## config.mk

```make
export PLATFORM = sky130hd
export DESIGN_NAME = srmd_cmd_fifo
export DESIGN_NICKNAME = d
export VERILOG_FILES = /design/src/design/srmd_pkg.sv /design/src/design/srmd_cmd_fifo.sv
export SDC_FILE = /design/constraint.sdc
export NUM_CORES = 1
export LEC_CHECK = 0
export ABC_AREA = 1
export BUFFER_PORTS_ARGS = -buffer_cell sky130_fd_sc_hd__buf_2
export CAP_MARGIN = 20
export CORE_AREA = 2 2 152 154
export CTS_BUF_LIST = sky130_fd_sc_hd__clkbuf_4 sky130_fd_sc_hd__clkbuf_8 sky130_fd_sc_hd__clkbuf_16
export CTS_CLUSTER_DIAMETER = 30
export DETAILED_ROUTE_END_ITERATION = 8
export DIE_AREA = 0 0 154 156
export SYNTH_ARGS = -nofsm -noshare
export SYNTH_HDL_FRONTEND = slang
export SYNTH_SLANG_ARGS = --single-unit
export TNS_END_PERCENT = 30
```

## constraint.sdc

```tcl
create_clock -name clk -period 14.3 [get_ports clk]
set_input_delay 1.43 -clock clk [delete_from_list [all_inputs] [get_ports clk]]
set_output_delay 1.43 -clock clk [all_outputs]
set_load 0.05 [all_outputs]
```

## src/design/srmd_pkg.sv

```systemverilog
// ----------------------------------------------------------------------------
// Sorted run merge package
// Shared constants, opcodes, command kinds and state types of the merge block.
// ----------------------------------------------------------------------------
package srmd_pkg;

	localparam int FIELD_BITS       = 32;
	localparam int OPCODE_BITS      = 2;
	localparam int DEF_RUN_DEPTH    = 32;
	localparam int DEF_KEY_BITS     = 32;
	localparam int DEF_SEQ_BITS     = 32;
	localparam int DEF_PAYLOAD_BITS = 32;
	localparam int CMD_FIFO_DEPTH   = 2;

	localparam logic [OPCODE_BITS-1:0] OP_LOAD_A = 2'd0;
	localparam logic [OPCODE_BITS-1:0] OP_LOAD_B = 2'd1;
	localparam logic [OPCODE_BITS-1:0] OP_MERGE  = 2'd2;

	typedef enum logic [1:0] {
		CMD_LOAD_A,
		CMD_LOAD_B,
		CMD_MERGE
	} cmd_kind_t;

	localparam int CMD_KIND_BITS = $bits(cmd_kind_t);

	typedef enum logic {
		BK_IDLE,
		BK_MERGE
	} back_state_t;

	typedef struct packed {
		logic full;
		logic not_empty;
	} fifo_status_t;

endpackage

```

## src/design/srmd_cmd_fifo.sv

```systemverilog
// ----------------------------------------------------------------------------
// Command queue
// Short register queue between the front end and the merge engine.
// ----------------------------------------------------------------------------
module srmd_cmd_fifo #(
	parameter int WIDTH = 98
) (
	input  logic                   clk,
	input  logic                   arst_n,
	input  logic                   push,
	input  logic [WIDTH-1:0]       push_data,
	input  logic                   pop,
	output logic [WIDTH-1:0]       pop_data,
	output srmd_pkg::fifo_status_t status
);
	import srmd_pkg::*;

	localparam int PW = (CMD_FIFO_DEPTH > 1) ? $clog2(CMD_FIFO_DEPTH) : 1;
	localparam int CW = $clog2(CMD_FIFO_DEPTH + 1);

	logic [WIDTH-1:0] slot_q [CMD_FIFO_DEPTH];
	logic [PW-1:0]    wr_ptr_q;
	logic [PW-1:0]    rd_ptr_q;
	logic [CW-1:0]    fill_q;

	function automatic logic [PW-1:0] ptr_inc(input logic [PW-1:0] ptr);
		return (ptr == PW'(CMD_FIFO_DEPTH - 1)) ? '0 : ptr + 1'b1;
	endfunction

	assign status.full      = (fill_q == CW'(CMD_FIFO_DEPTH));
	assign status.not_empty = (fill_q != '0);
	assign pop_data         = slot_q[rd_ptr_q];

	always_ff @(posedge clk) begin
		if (push) begin
			slot_q[wr_ptr_q] <= push_data;
		end
	end

	always_ff @(posedge clk or negedge arst_n) begin
		if (!arst_n) begin
			wr_ptr_q <= '0;
			rd_ptr_q <= '0;
			fill_q   <= '0;
		end else begin
			if (push) begin
				wr_ptr_q <= ptr_inc(wr_ptr_q);
			end
			if (pop) begin
				rd_ptr_q <= ptr_inc(rd_ptr_q);
			end
			fill_q <= fill_q + CW'(push) - CW'(pop);
		end
	end

endmodule

```

# ---- Word-level counts from Yosys, hierarchy flattened
# Memory sizes are Yosys's and may differ from the RTL's.
# Index checks and enable logic that the tools add are counted.
dict set report op_classes {
  n_addsub 4
  n_eq_ne 1
  mux 4
  n_reduce_logical 1
}
# op n
set op_table {}
lappend op_table {{$mux W1} 4}
lappend op_table {{$add A1 B1 Y1 const B} 2}
lappend op_table {{$add A2 B1 Y2} 1}
lappend op_table {{$eq A2 B2 Y1 const B} 1}
lappend op_table {{$reduce_bool A2 Y1} 1}
lappend op_table {{$sub A2 B1 Y2} 1}
dict set report totals {
  regBits 4
  ramBits 196
  inputBits 102
  out_inout_bits 100
  memories 1
}
# memory depth word_bits read_ports rd_clocked_by_memory_dff write_ports line_no
set memory_table {}
lappend memory_table {slot_q 2 98 1 0 1 srmd_cmd_fifo.sv:21} ;# logic [WIDTH-1:0] slot_q [CMD_FIFO_DEPTH];

# ---- Longest topological paths before layout
dict set report logic_depth {
  ltp_word 2
  mapped_depth 7
  mapped_depth_nobuf 7
}

# ---- Worst setup path after synthesis
# Ideal clock, no wire load.
dict set report synth_path {
  kind {in2reg}
  from {input push}
  to {memory slot_q[0][0] (enable)}
  setup_ps 558
  arrival_time_ps 5572
  setup_slack_ps 8169
  cell_stages 2
  n_path_buf 0
  cell_sequence {inv_1 nor2_1}
}
dict set report synth_via {
  elab_chain_cells 2
}
# element line_no
set synth_lines {}
lappend synth_lines {{from (decl)} srmd_cmd_fifo.sv:10} ;# input logic push,
lappend synth_lines {{$mux W1} srmd_cmd_fifo.sv:35} ;# if (push) begin
lappend synth_lines {{$mux W1 (not written as such)} srmd_cmd_fifo.sv:36} ;# slot_q[wr_ptr_q] <= push_data;
lappend synth_lines {{to (decl)} srmd_cmd_fifo.sv:21}
# Every way passes these cells.

# ---- Final worst setup path
dict set report layout_path {
  from {register rd_ptr_q}
  to {output pop_data[4]}
}
dict set report layout_via {
  elab_chain_cells 1
}
# element line_no
set layout_lines {}
lappend layout_lines {{from (decl)} srmd_cmd_fifo.sv:23} ;# logic [PW-1:0] rd_ptr_q;
lappend layout_lines {{from (signal assigned)} srmd_cmd_fifo.sv:50} ;# rd_ptr_q <= ptr_inc(rd_ptr_q);
lappend layout_lines {{$mem_v2 Z2 W98} n/a}
lappend layout_lines {{to (decl)} srmd_cmd_fifo.sv:13} ;# output logic [WIDTH-1:0] pop_data,
# Every way passes these cells.

==> flow_results.org <==
** Clocking
- For this design, the CTS-stage hold fixing added 0 buffers.
- CTS saw 200 sinks.
- After clock tree synthesis, the clock-pin slew on the worst setup and hold paths is 0.07 ns.
- CTS built an H-tree with a depth of 4.
- Cts bufs inserted :: 17
- Counting along the longest clock path gives a buffer depth of 2.
- Once the clock tree was built, the setup fixing pass inserted 0 buffers.
- For the worst-skew pair, the clock arrives at the later sink with an insertion delay of around 0.42 ns.
- TritonCTS built the clock tree.
- Gates resized during post-CTS repair numbered 0.
- Root Buffer Master :: sky130_fd_sc_hd__clkbuf_16

** STA
- The final count of hold timing violations was 0.
- Final Cycle Share :: 27.3%
- Worst Skew :: around 0.0097 ns
- Maximum clock frequency :: roughly 260 MHz
- The smallest clock period supported by the final layout is computed as slightly below 4 ns.
- The count of final max-slew check failures came to 0.
- Final setup violation count :: 0
- Setup repair after global routing left no endpoint under its margin.
- The worst pin sits at a relative slew slack of between 40% and 50%.
- For the pin with the worst max-slew slack, the measured transition is about 0.87 ns.
- Final-layout setup total negative slack :: 0 ns

** Finish
- From synthesis to final layout, the design area changed by 22.1%.
- Across the whole layout, storage elements account for 5990 sq um.
- Final net count :: 844
- Multi-input gate area in the final layout :: around 1100 sq um
- Of the cells placed in the final design, the portion with a size suffix greater than 1 is around 37%.
- Filler cell count in the final layout :: approximately 2100

** Detailed routing
- Number of search-and-repair iterations in the first detailed-routing pass :: 6
- Iteration-0 DRC Markers :: around 230
- The detail route stage leaves a number of antenna-violating nets equal to 0.
- The final route contains approximately 4400 vias.
- Per-cell via count in the routed design :: between 4 and 5
- DRC Markers :: 0
- Wires add up to ~14 mm.
- Wire length per cell :: roughly 14 um

** Worst setup path
- Crit path largest cell delay :: between 0.7 and 0.8 ns
- Along the worst path, the maximum fanout reaches 78.
- The worst setup path is launched from a register.
- Worst path slowest cell :: sky130_fd_sc_hd__buf_4
- Worst endpoint data arrival time :: about 2.5 ns
- List of cells traversed by the critical path :: buf_4 > o21ai_0 > buf_2
- Broken down by cell family, the worst path's largest delay share belongs to buffers and inverters.
- The worst setup path is captured at an output pin.
- The setup path with the least slack is of type reg -> out.
- For the worst setup path, the data required time is 12.87 ns.
- Counting both buffers and inverters, the worst setup path holds a total of 2.

** Logic synthesis
- The synthesized netlist devotes 0.226% of its cell area to XOR and XNOR gates.
- Number of instances in the synthesized netlist :: 537
- In the synthesized netlist, mux cells make up 0% of the area.
- After synthesis the cells add up to ~7800 sq um.
- Unique cell type count in the Yosys netlist :: 17
- The synthesized design contains 200 register bits.
- Share of the yosys chip area belonging to registers :: 77.1%
- Main combinational cell family by area after synthesis :: buffers and inverters
- Of the total synthesized cell area, the portion taken by full adders, half adders and majority gates is 0.322%.
- Count of yosys warnings during synthesis :: 0
- Mean cell area of the mapped netlist :: about 14 sq um
- Synthesis produced a netlist with a net count of between 600 and 700.
- Area fraction in compound gates after synthesis :: under 10%
- Summing the areas of all and, or, nand and nor instances in the mapped netlist gives under 10% of the synthesized area.

** GRT
- Via count of the first global-routing pass :: between 4000 and 5000
- For this run, the total global-route usage over all layers was measured as roughly an eighth.
- Wire length of the first global-routing pass :: 22.1 mm
- Initial antenna violation count :: 1
- Pin count of the biggest net entering global routing :: a little under 100
- Global route total overflow :: 0

** Power
- IR Drop Worst-Case VDD :: between 90 and 100 uV
- Static leakage :: slightly above 4 nW
- Dividing total power by cell area gives a power density of 241 nW/um^2.
- Power after layout :: 2.29 mW

** Floorplan
- Area of the core region :: around 22000 sq um
- Die height :: about 160 um
- The initialized floorplan defines 55 standard-cell rows.
- Die boundary width :: between 150 and 200 um
- Top-Level Pins :: 202
- DIE AREA :: between 20000 and 25000 sq um
- Effective utilization at floorplan :: 34.7%

** Place
- Port Buf Inserts :: around 200
- Post-detailed-placement half-perimeter wirelength :: approximately 9.5 mm
- Routability-driven placement congestion ratio :: roughly 0.70

** Run
- Max-cap violations :: 0

** Outcome
- The run finished with clean final reports.

** Hold path
- Class of the worst hold path :: reg -> reg
## cells by family (layout without fill, tap and decap cells)
group                    count (synthesis)  in the layout
XOR/XNOR                                 2              2
AO/OA/AOI/OAI                           98             98
flip-flops                             200            200
other                                    0              1
buffers and inverters                  127            343
AND/OR/NAND/NOR                        108            108
adder cells (fa/ha/maj)                  2              2
## path summary, 6_finish.rpt
path	slack, ns	startpoint	depth (start not counted)	end
worst max-delay path	10.39	rd_ptr_q	3	pop_data[4]
worst min-delay path	0.55	wr_ptr_q	1	wr_ptr_q
worst max register to register	12.19	wr_ptr_q	3	slot_q[1][2]
worst min register to register	0.55	wr_ptr_q	1	wr_ptr_q
max in group asynchronous	13.34	arst_n	1	rd_ptr_q
min in group asynchronous	0.81	arst_n	1	fill_q[1]
## registers in the layout, summed over array words and instances, names as in the netlist
register and cells:
wr_ptr_q 1, slot_q 196, rd_ptr_q 1, fill_q 2
## per-stage QoR
stage	hold WS (ns)	setup WS (ns)	instance area, sq um	instances	utilization (%)
floorplan	0.461	8.17	7760	537	-
global placement	0.530	10.83	8880	1006	39.7
detailed placement	0.543	10.81	8880	1006	39.7
CTS	0.556	10.34	9480	1038	42.4
global route	0.559	10.20	9480	1038	42.4
finish	0.550	10.39	9480	1039	42.4
## cell usage in the layout, fill, tap and decap left out, drive strengths merged
cell type / n
buf: 206
bufinv: 1
clkbuf: 17
clkinv: 2
dfrtp: 4
diode: 1
edfxtp: 196
ha: 2
inv: 117
nand2: 105
nand3: 1
nor2: 2
o21ai: 98
xor2: 2
## synthesized netlist by cell type
master                     count  share of area (%)
sky130_fd_sc_hd__o21ai_2      39                4.4
sky130_fd_sc_hd__buf_2         1              0.064
sky130_fd_sc_hd__buf_12       11                2.8
sky130_fd_sc_hd__nor2_1        2              0.097
sky130_fd_sc_hd__edfxtp_1    196                 76
sky130_fd_sc_hd__buf_6         2               0.29
sky130_fd_sc_hd__buf_8         1               0.19
sky130_fd_sc_hd__inv_1       105                5.1
sky130_fd_sc_hd__ha_1          2               0.32
sky130_fd_sc_hd__nand2_1     105                5.1
sky130_fd_sc_hd__nand3_1       1              0.064
sky130_fd_sc_hd__xor2_1        2               0.23
sky130_fd_sc_hd__o21ai_1       7               0.45
sky130_fd_sc_hd__clkbuf_1      5               0.24
sky130_fd_sc_hd__dfrtp_1       4                1.3
sky130_fd_sc_hd__buf_4         2               0.19
sky130_fd_sc_hd__o21ai_0      52                3.4
## metal layers
metal | track usage [%] | part of all wire, % | vias to the layer above
li1 | - | - | 2221
met2 | 19.8 | 48 | 148
met1 | 13.8 | 41 | 1989
met3 | 5.89 | 9.4 | 12
met4 | 3.69 | 1.2 | 0
met5 | 0 | 0 | -
## layout make-up
class | instances | area share, %
Inverter | 105 | 4.18
Antenna cell | 1 | 0.0264
Clock inverter | 15 | 1.81
Sequential cell | 200 | 63.2
Timing Repair Buffer | 206 | 11.0
Tap cell | 285 | 3.76
Multi-Input combinational cell | 210 | 11.5
Clock buffer | 17 | 4.49
## worst register-to-register path, stage by stage (launching register included)
cell and delay (ns):
sky130_fd_sc_hd__dfrtp_1 0.43, sky130_fd_sc_hd__nand2_1 0.12, sky130_fd_sc_hd__inv_4 0.46, sky130_fd_sc_hd__buf_4 0.68
## where the power goes
group | total [mW] | switching (mW) | internal (mW)
Sequential | 0.815 | 0.0371 | 0.778
Combinational | 0.990 | 0.800 | 0.190
Clock | 0.481 | 0.229 | 0.252
Total | 2.29 | 1.07 | 1.22
No activity file was read; power rests on OpenSTA's default activity.
